$ cat config.mk
export PLATFORM = sky130hd
export DESIGN_NAME = gerot_norm
export DESIGN_NICKNAME = d
export VERILOG_FILES = /design/src/rtl/core/gerot_pkg.sv /design/src/rtl/core/gerot_norm.sv
export SDC_FILE = /design/constraint.sdc
export NUM_CORES = 1
export LEC_CHECK = 0
export ABC_CLOCK_PERIOD_IN_PS = 4370
export CAP_MARGIN = 10
export CORE_UTILIZATION = 50
export CTS_CLUSTER_DIAMETER = 80
export DETAILED_ROUTE_END_ITERATION = 10
export DONT_BUFFER_PORTS = 1
export PLACE_DENSITY_LB_ADDON = 0.08
export SLEW_MARGIN = 0
export SYNTH_ARGS = -nofsm -noshare
export SYNTH_HDL_FRONTEND = slang
export SYNTH_SLANG_ARGS = --single-unit
export TNS_END_PERCENT = 10
$ cat constraint.sdc
create_clock -name clk -period 4.37 [get_ports clk]
set_clock_uncertainty 0.05 [all_clocks]
set_input_delay 0.2185 -clock clk [delete_from_list [all_inputs] [get_ports clk]]
set_output_delay 0.2185 -clock clk [all_outputs]
set_load 0.02 [all_outputs]
$ cat src/rtl/core/gerot_pkg.sv
// Shared types, widths and rotation coefficients for the galactic rotation core.
// Depends on nothing; every other file in rtl/core imports it.
`timescale 1ns / 1ps
package gerot_pkg;

  localparam int IN_W   = 32;
  localparam int FRAC_W = 30;
  localparam int OUT_W  = FRAC_W + 2;
  localparam int CO_W   = 32;
  localparam int A_W    = 32;
  localparam int LEN_W  = $clog2(IN_W + 1);
  localparam int PROD_W = CO_W + A_W;
  localparam int SUM_W  = 64;
  localparam int W_W    = PROD_W + 2;
  localparam int WMAG_W = W_W - 1;
  localparam int ROOT_W = SUM_W / 2;
  localparam int REM_W  = SUM_W + 2;
  localparam int QB     = FRAC_W + 3;
  localparam int NUM_SH = FRAC_W - 30;
  localparam int NUM_LSH = (NUM_SH > 0) ? NUM_SH : 0;
  localparam int NUM_RSH = (NUM_SH < 0) ? -NUM_SH : 0;
  localparam int NUM_W  = WMAG_W + NUM_LSH;
  localparam int DW     = (NUM_W > ROOT_W + QB) ? NUM_W : ROOT_W + QB;
  localparam longint unsigned DEC_SCALE = 64'd1000000000000;

  typedef struct packed {
    logic                    req_type;
    logic signed [IN_W-1:0]  in_x;
    logic signed [IN_W-1:0]  in_y;
    logic signed [IN_W-1:0]  in_z;
  } src_t;

  typedef struct packed {
    logic signed [OUT_W-1:0] out_x;
    logic signed [OUT_W-1:0] out_y;
    logic signed [OUT_W-1:0] out_z;
    logic                    zero_vector;
  } res_t;

  typedef struct packed {
    logic                  req;
    logic                  zero;
    logic [2:0][A_W-1:0]   a;
  } norm_t;

  typedef struct packed {
    logic                   zero;
    logic [2:0]             neg;
    logic [2:0][WMAG_W-1:0] mag;
  } side_t;

  typedef struct packed {
    logic               zero;
    logic [2:0]         neg;
    logic [2:0][QB-1:0] q;
  } quo_t;

  // Decimal coefficient (scaled by 1e12) to Q1.31, rounded half up.
  function automatic logic signed [CO_W-1:0] q31m(input longint unsigned m);
    longint unsigned t;
    longint unsigned hi;
    longint unsigned lo;
    t  = m * 64'd65536;
    hi = (t / DEC_SCALE) * 64'd32768;
    lo = (((t % DEC_SCALE) * 64'd32768) + DEC_SCALE / 64'd2) / DEC_SCALE;
    return CO_W'(hi + lo);
  endfunction

  // ROT[col][row], column-major equatorial-to-galactic matrix.
  localparam logic signed [CO_W-1:0] ROT [3][3] = '{
    '{-q31m(64'd54875539390),  q31m(64'd494109453633), -q31m(64'd867666135681)},
    '{-q31m(64'd873437104725), -q31m(64'd444829594298), -q31m(64'd198076389622)},
    '{-q31m(64'd483834991775),  q31m(64'd746982248696),  q31m(64'd455983794523)}
  };

endpackage

$ cat src/rtl/core/gerot_norm.sv
// Block scaling front end: absolute values, bit length of the largest, shift to 31 bits.
// Depends on gerot_pkg.
`timescale 1ns / 1ps
module gerot_norm (
  input  logic            clk,
  input  logic            rst,
  input  logic            adv,
  input  logic            in_vld,
  input  gerot_pkg::src_t src,
  output logic            out_vld,
  output gerot_pkg::norm_t nrm
);
  import gerot_pkg::*;

  logic [2:0][IN_W-1:0] vec;
  logic [2:0][IN_W-1:0] mag1, mag1_next, mag2;
  logic [2:0]           neg1, neg1_next, neg2;
  logic                 req1, req2;
  logic                 v1, v2, v3;
  logic [IN_W-1:0]      or_all;
  logic [LEN_W-1:0]     len2, len2_next;
  logic                 zero2;
  logic [IN_W+A_W-2:0]  wide [3];
  logic [2:0][A_W-1:0]  a_next;
  norm_t                nrm_q;

  assign vec[0] = src.in_x;
  assign vec[1] = src.in_y;
  assign vec[2] = src.in_z;

  always_comb begin
    for (int i = 0; i < 3; i++) begin
      neg1_next[i] = vec[i][IN_W-1];
      mag1_next[i] = neg1_next[i] ? (~vec[i] + IN_W'(1)) : vec[i];
    end
  end

  assign or_all = mag1[0] | mag1[1] | mag1[2];

  always_comb begin
    len2_next = '0;
    for (int k = 0; k < IN_W; k++) begin
      if (or_all[k]) begin
        len2_next = LEN_W'(k + 1);
      end
    end
  end

  // Shifting left by 31 and right by the bit length covers both directions.
  always_comb begin
    for (int i = 0; i < 3; i++) begin
      wide[i]   = {mag2[i], {(A_W-1){1'b0}}} >> len2;
      a_next[i] = neg2[i] ? -{1'b0, wide[i][A_W-2:0]} : {1'b0, wide[i][A_W-2:0]};
    end
  end

  always_ff @(posedge clk) begin
    if (rst) begin
      v1 <= 1'b0;
      v2 <= 1'b0;
      v3 <= 1'b0;
    end else if (adv) begin
      v1 <= in_vld;
      v2 <= v1;
      v3 <= v2;
    end
  end

  always_ff @(posedge clk) begin
    if (adv) begin
      mag1       <= mag1_next;
      neg1       <= neg1_next;
      req1       <= src.req_type;
      mag2       <= mag1;
      neg2       <= neg1;
      req2       <= req1;
      len2       <= len2_next;
      zero2      <= (or_all == '0);
      nrm_q.a    <= a_next;
      nrm_q.req  <= req2;
      nrm_q.zero <= zero2;
    end
  end

  assign out_vld = v3;
  assign nrm     = nrm_q;
endmodule

======== After elaboration in Yosys (flattened, before gate mapping) ========
Index checks and enable logic that the tools add are counted.
operators by class
  add/sub/neg operators ................... 6
  shift-type cells ........................ 3
  muxes and demuxes ....................... 37
  bitwise gates (word level) .............. 5
  reductions and logical operators ........ 1
operator list
  kind                                                             number
  63-bit by 6-bit right shift with 31-bit output                   3
  31-bit 2-to-1 mux                                                6
  6-bit 2-to-1 mux                                                 30
  32-bit by 1-bit adder with 32-bit output, second input constant  3
  31-bit negator with 32-bit output                                3
  32-bit inverter                                                  3
  32-bit bitwise OR                                                2
  32-bit zero test                                                 1
  1-bit 2-to-1 mux                                                 1
storage, ports and cells
  flip-flop bits (word level) ............. 308
  bits of input ports ..................... 101
  logic and storage cells ................. 78

======== Longest topological paths before layout ========
Gate-level depths: netlist (run 1).
  depth in word-level cells ............... 33
  depth in mapped cells ................... 15
  depth with buffers taken out ............ 11

======== Least setup slack after synthesis (run 1) ========
No wires, ideal clock.
  kind .................................... reg2reg
  start point ............................. register len2[0]
  end point ............................... register nrm_q (netlist bit nrm[31]), data pin
  setup time .............................. 0.264 ns
  data arrival time ....................... 3.099 ns
  data required time ...................... 4.056 ns
  path slack .............................. 0.957 ns
  stages on the path, launching flop included .. 13
  buffers on the path ..................... 4
  path through ............................ edfxtp_1 > buf_6 > buf_6 > buf_6 > buf_6 > mux2_2 > o22ai_2 > nor2_1 > a221oi_2 > nand4b_4 > nor4_4 > nand4_4 > o41a_1
on the way
  word-level cells in the longest chain between the ends .. 2
ends and longest elaborated chain
  element                                         line              text
  start: declaration                              gerot_norm.sv:21  logic [LEN_W-1:0] len2, len2_next;
  start signal: assignment                        gerot_norm.sv:77  len2 <= len2_next;
  63-bit by 6-bit right shift with 31-bit output  gerot_norm.sv:52  wide[i] = {mag2[i], {(A_W-1){1'b0}}} >> len2;
  31-bit negator with 32-bit output               gerot_norm.sv:53  a_next[i] = neg2[i] ? -{1'b0, wide[i][A_W-2:0]} : {1'b0, wide[i][A_W-2:0]};
  end: declaration                                gerot_norm.sv:25  norm_t nrm_q;
Every way passes these cells.
A chain may end at the register's enable or synchronous reset.

==> metrics, run 1 <==
status complete, but fails checks; failing checks negative hold slack; Post-CTS Setup Bufs 0; area share of the largest cell type after synthesis 0.430; clk buf depth 3; H-Tree Depth 2; setup ws final roughly 270 ps; VDD IR max 0.321 mV; net count after synthesis between 1500 and 2000; combinational power share 0.226; area grow syn2layout 16.8%; DR pass1 iterations 6; Residual DRC 0; Die X between 200 and 250 um; worst setup path class flip-flop to flip-flop; Max-Cap Viols 0; Net Sw Frac 0.309; FFs w/ async S/R, synth 0; Port Buffer Count 0; Hold EP nrm[78]; Core Box Area around 0.042 mm^2; vias in the first global route between 15000 and 20000; Post-synth EDFFs approximately 310; slowest stage delay, CP between 600 and 700 ps; fill count 3362; top cell type by total area after synthesis edfxtp_1; gpl congestion around 1.1; CTS sink cnt around 310; r2r endpoint nrm[26]; Initial Utilization 0.507; most frequent cells in the layout edfxtp_1 (305), nand2_1 (158), xnor2_1 (138), dlygate4sd3_1 (134), nor2_1 (112); Psw 2820 uW; relative slew slack 0.155; Syn. warnings 0; crit start category flip-flop; clock-pin slew on the worst setup and hold paths ~60 ps; TritonCTS Buffers 36; DIE HEIGHT ~210 um; clock power share 0.326; Die ar. around 0.043 mm^2; CP dominant cell by count buf_12; antenna violations before repair 0; Tmin final between 4000 and 5000 ps; Hold Crit Depth 0; Mapped Area between 0.02 and 0.025 mm^2; Syn Area/Cell 11.3 um^2; Root Buffer clkbuf_16; DR vias 17700; PD cells between 300 and 400 mW/mm^2; TNS Setup 0 ps; fmax 244 MHz; post-synthesis sequential area ratio 0.433; CP max stage cell a221oi_1; wire per inst approximately 29 um; sequential power share 0.448; Reg2Reg Setup Slack around 270 ps; cell count after synthesis 1889; Tcrit/Tclk final 0.939; Routed Antenna Nets 0; P_leak 0.00847 uW; first-pass GRT wire length between 100000 and 150000 um; power after layout 9130 uW; vias per cell about 6.7; worst slew pin tran ~1300 ps; dpl hpwl between 50000 and 60000 um; most common cell after layout, fill and taps aside edfxtp_1; Synth Flop Type edfxtp_1; Total GRT Usage 0.344; cell-internal power roughly 6300 uW; later-pin clock latency in the skew report between 500 and 600 ps; synth top area cells edfxtp_1 (43%), mux4_2 (8.3%), xnor2_1 (5.7%), mux2i_1 (4.6%), mux2_2 (3.0%); FF-to-FF path depth 11; RR Startpoint len2[0]; WHS -271 ps; critical path cell sequence buf_12, buf_12, mux2_1, a221oi_1, nor2_1, o41a_1, or2b_1, nor4_4, nand2_2, o41ai_2, xnor2_1; Final Hold Fails 106; Final #Nets around 2200; largest net degree at the start of global routing ~310; cell family with most CP delay compound AO/OA/AOI/OAI gates; Post-CTS Resized 0; CP endpoint kind flip-flop; DRT iter0 DRCs 2077; Slew Viols, Final 0; CP bufs+invs 2; ant diodes 0; GRT overflow 0; layout cells sized above 1 0.174; final setup fails 0; CTS tree yes; Worst Path Required between 4000 and 5000 ps; IO Count 200; CP max FO 43; Arr. time, crit path around 4400 ps; detailed-route wire length roughly 75000 um; FP Rows 75; DP Worst Slack around 330 ps; RSZ-0062 raised after global routing false; min-delay worst type primary input to flip-flop; FF+latch count, synth between 300 and 400; hold_sp adv; distinct cell type count after synthesis 102; # hold bufs at CTS between 100 and 150
## power groups by stage
stage	registers [uW]	clock network [uW]	logic, uW
final	4090	2980	2060
after global routing	4110	3140	2180
after CTS	4080	3020	2000
after detailed placement	4140	0	1860
after global placement	4140	0	1840
after floorplan	3980	0	1330
## registers in the layout, summed over array words and instances (netlist names)
name     count
req1         1
mag1        96
mag2        96
len2         6
neg1         3
req2         1
zero2        1
v2           1
nrm         98
neg2         3
out_vld      1
v1           1
## routing by layer
metal / track usage / share of wire / wire length (um)
met1: 0.476 / 0.42 / 31500
met2: 0.544 / 0.46 / 34600
met3: 0.0578 / 0.081 / 6080
met4: 0.129 / 0.038 / 2860
met5: 0 / 0 / 0
## synthesized netlist by cell type (all sizes together), types with 13 or more instances
cell type and count:
xnor2 138, a22o 15, o211ai 13, edfxtp 305
o21ai 112, nor3 70, mux4 78, buf 60
or3 26, a21oi 35, or4 14, nand2b 20
nor2 113, inv 32, a22oi 23, mux2 67
o22ai 63, clkbuf 55, mux2i 98, nand2 159
nor4 22, a211oi 20, o41ai 21, xor2 35
nor2b 17, nand3 39, o31ai 53
## cell type report
class	count	area (um^2)	area share
Clock inverter	22	245	0.00987
Timing Repair Buffer	248	2330	0.0936
Sequential cell	308	9220	0.371
Inverter	33	124	0.00498
Clock buffer	43	948	0.0382
Multi-Input combinational cell	1433	11300	0.455
Tap cell	539	674	0.0271
## worst max path at each step
stage / startpoint / end / depth (start not counted)
after detailed placement: len2[0] / nrm[26] / 11
after global placement: len2[0] / nrm[26] / 11
final: len2[0] / nrm[26] / 11
after floorplan: len2[0] / nrm[31] / 12
after CTS: len2[0] / nrm[26] / 11
after global routing: len2[0] / nrm[88] / 12
## cell families (layout without fill, tap and decap cells)
kind of cell / Yosys count / in the layout / share of synthesized area
simple gates: 548 / 548 / 0.135
compound gates: 463 / 463 / 0.158
xor+xnor: 173 / 173 / 0.0712
mux: 243 / 243 / 0.165
fa+ha+maj: 6 / 6 / 0.00353
flops: 308 / 308 / 0.433
buf+inv: 148 / 346 / 0.0350
## per-stage QoR
step | instance area, um^2 | instances | hold WS (ps) | utilization
after floorplan | 21300 | 1889 | 241 | -
after CTS | 24800 | 2625 | -281 | 0.592
after detailed placement | 22300 | 2426 | 245 | 0.532
after global placement | 22300 | 2426 | 242 | 0.532
final | 24900 | 2626 | -271 | 0.593
after global routing | 24900 | 2626 | -288 | 0.593
(Power assumes the default switching activity.)
==> run 2, diff against run 1 <==
--- a/config.mk
+++ b/config.mk
@@ -5,9 +5,10 @@
 export SDC_FILE = /design/constraint.sdc
 export NUM_CORES = 1
 export LEC_CHECK = 0
-export ABC_CLOCK_PERIOD_IN_PS = 4370
+export ABC_CLOCK_PERIOD_IN_PS = 4050
 export CAP_MARGIN = 10
 export CORE_UTILIZATION = 50
+export CTS_BUF_LIST = sky130_fd_sc_hd__clkbuf_4 sky130_fd_sc_hd__clkbuf_8
 export CTS_CLUSTER_DIAMETER = 80
 export DETAILED_ROUTE_END_ITERATION = 10
 export DONT_BUFFER_PORTS = 1
==> constraint.sdc (replaced) <==
create_clock -name clk -period 4.05 [get_ports clk]
set_clock_uncertainty 0.05 [all_clocks]
set_input_delay 0.2025 -clock clk [delete_from_list [all_inputs] [get_ports clk]]
set_output_delay 0.2025 -clock clk [all_outputs]
set_load 0.02 [all_outputs]
==> run 2 against run 1 <==
Compared with the run above: cell area rose by 1.8%; the run still ends with negative hold slack left; die area unchanged; global-route usage grew 0.61 points; routed wire length rose by 3.2%; largest cell class unchanged.
==> metrics, run 2 (same netlist as run 1, synthesis figures left out) <==
critical path cell sequence dlygate4sd3_1, or4_1, or2_1, nand2b_2, or4_4, or3_1, or3_1, o31ai_1, xnor2_1, dlygate4sd3_1; vias in the first global route 17300 (+2.1%); RR Startpoint len2[5]; cell family with most CP delay simple AND/OR/NAND/NOR gates; DRT iter0 DRCs 2140 (+3.0%); worst slew pin tran 1140 ps (-121 ps); cell-internal power 6350 uW (+0.54%); Initial Utilization 0.507 (unchanged); Port Buffer Count 0 (unchanged); Root Buffer clkbuf_8; worst setup path class primary input to flip-flop; Post-CTS Setup Bufs 0 (unchanged); clock power share 0.273 (-0.053); Total GRT Usage 0.351 (+0.00608); CTS sink cnt 308 (unchanged); area of the multi-input gates 0.0114 mm^2 (+0.54%); Tmin final between 3000 and 4000 ps; final setup fails 0 (unchanged); combinational power share 0.254 (+0.028); fin util 0.603 (+0.0104); most frequent cells in the layout edfxtp_1 (305), dlygate4sd3_1 (159), nand2_1 (158), buf_4 (139), xnor2_1 (138); Reg area 0.00922 mm^2 (unchanged); P_leak 0.00872 uW (+3.0%); fill count 3290 (-2.1%); DR pass1 iterations 5 (-1); FF-to-FF path depth 10 (-1); PD cells 368 mW/mm^2 (+0.25%); gpl congestion 1.03 (-2.9%); DIE HEIGHT 208 um (unchanged); sequential power share 0.474 (+0.026); # hold bufs at CTS 160 (+19%); CP bufs+invs 2 (unchanged); later-pin clock latency in the skew report 630 ps (+60 ps); r2r endpoint nrm[56]; Die X 208 um (unchanged); Psw 2970 uW (+5.3%); largest net degree at the start of global routing 309 (unchanged); vias per cell 6.73 (+0.11%); layout cells sized above 1 0.200 (+0.0260); hold_sp adv; Final Hold Fails 119 (+12%); clock-pin slew on the worst setup and hold paths 60 ps (about the same); CP max stage cell dlygate4sd3_1; Reg2Reg Setup Slack 130 ps (-140 ps); clk buf depth 3 (unchanged); failing checks negative hold slack; Core Box Area 0.0419 mm^2 (unchanged); max FFs per register 98 (unchanged); TritonCTS Buffers 49 (+36%); Final #Nets 2246 (+3.6%); Arr. time, crit path 4260 ps (-90 ps); most common cell after layout, fill and taps aside edfxtp_1; Hold EP nrm[78]; Hold Crit Depth 0 (unchanged); IO Count 200 (unchanged); fmax between 200 and 300 MHz; crit start category primary input; VDD IR max 0.373 mV (+16%); first-pass GRT wire length 113000 um (+1.7%); Worst Path Required 4370 ps (-240 ps); Max-Cap Viols 0 (unchanged); Residual DRC 0 (unchanged); detailed-route wire length 77400 um (+3.2%); DR vias 18300 (+3.5%); FP Rows 75 (unchanged); Die ar. 0.0434 mm^2 (unchanged); status complete, but fails checks; CP endpoint kind flip-flop; Slew Viols, Final 0 (unchanged); relative slew slack 0.218 (+0.0636); antenna violations before repair 1 (+1); GRT overflow 0 (unchanged); WHS -358 ps (-87.1 ps); area grow syn2layout 18.8%; dpl hpwl 57900 um (+2.0%); CTS tree yes; RSZ-0062 raised after global routing true; ant diodes 0 (unchanged); CP max FO 5 (-88%); min-delay worst type primary input to flip-flop; H-Tree Depth 2 (unchanged); Tcrit/Tclk final 0.974; Net Sw Frac 0.318 (+0.00995); slowest stage delay, CP 590 ps (-50 ps); wire per inst 28.5 um (-0.20%); Routed Antenna Nets 0 (unchanged)
## run 2: power by group through the flow
stage                     Combinational [uW]  Sequential, uW  Clock (uW)
after floorplan                         1430            4300           0
after global placement                  2060            4460           0
after detailed placement                2070            4470           0
after CTS                               2270            4400        2590
after global routing                    2480            4430        2710
final                                   2360            4410        2540
## run 2: worst max-delay path by stage
stage,startpoint,to,slack [ps],cells after the start
final,src[68],mag1[29],110,10
after global routing,len2[0],nrm[56],-50,12
after CTS,len2[0],nrm[90],70,11
after detailed placement,len2[1],nrm[60],-70,12
after global placement,len2[1],nrm[60],-70,12
after floorplan,len2[0],nrm[31],640,12
## run 2: layout make-up
cell class | instances | share of cell area
clock inverters | 25 | 0.00604
clock buffers | 63 | 0.0311
multi-input cells | 1433 | 0.450
flip-flops and latches | 308 | 0.364
inverters | 33 | 0.00505
well taps | 539 | 0.0267
repair buffers | 314 | 0.117
## run 2: stage by stage
step	TNS [ps]	instances	setup WS (ps)	cell area [um^2]	total power [uW]
floorplan	0	1889	637	21300	5730
global placement	-151	2466	-73.6	22600	6520
detailed placement	-172	2466	-71.5	22600	6540
CTS	0	2714	72.9	25200	9260
global route	-173	2715	-52.4	25300	9620
finish	0	2715	107	25300	9310
## run 2: timing repair
action                     CTS  global route
resized for setup            1            12
hold endpoints to repair   408           305
setup endpoints to repair    4            28
pin swaps                    0             3
## run 2: per-layer routing
metal  up-vias  routed length [um]  GRT usage
met4         2                2920      0.127
met2      1074               36200      0.568
li1       7987                   -          -
met5         -                  12          0
met3       170                6130     0.0530
met1      9044               32200      0.479
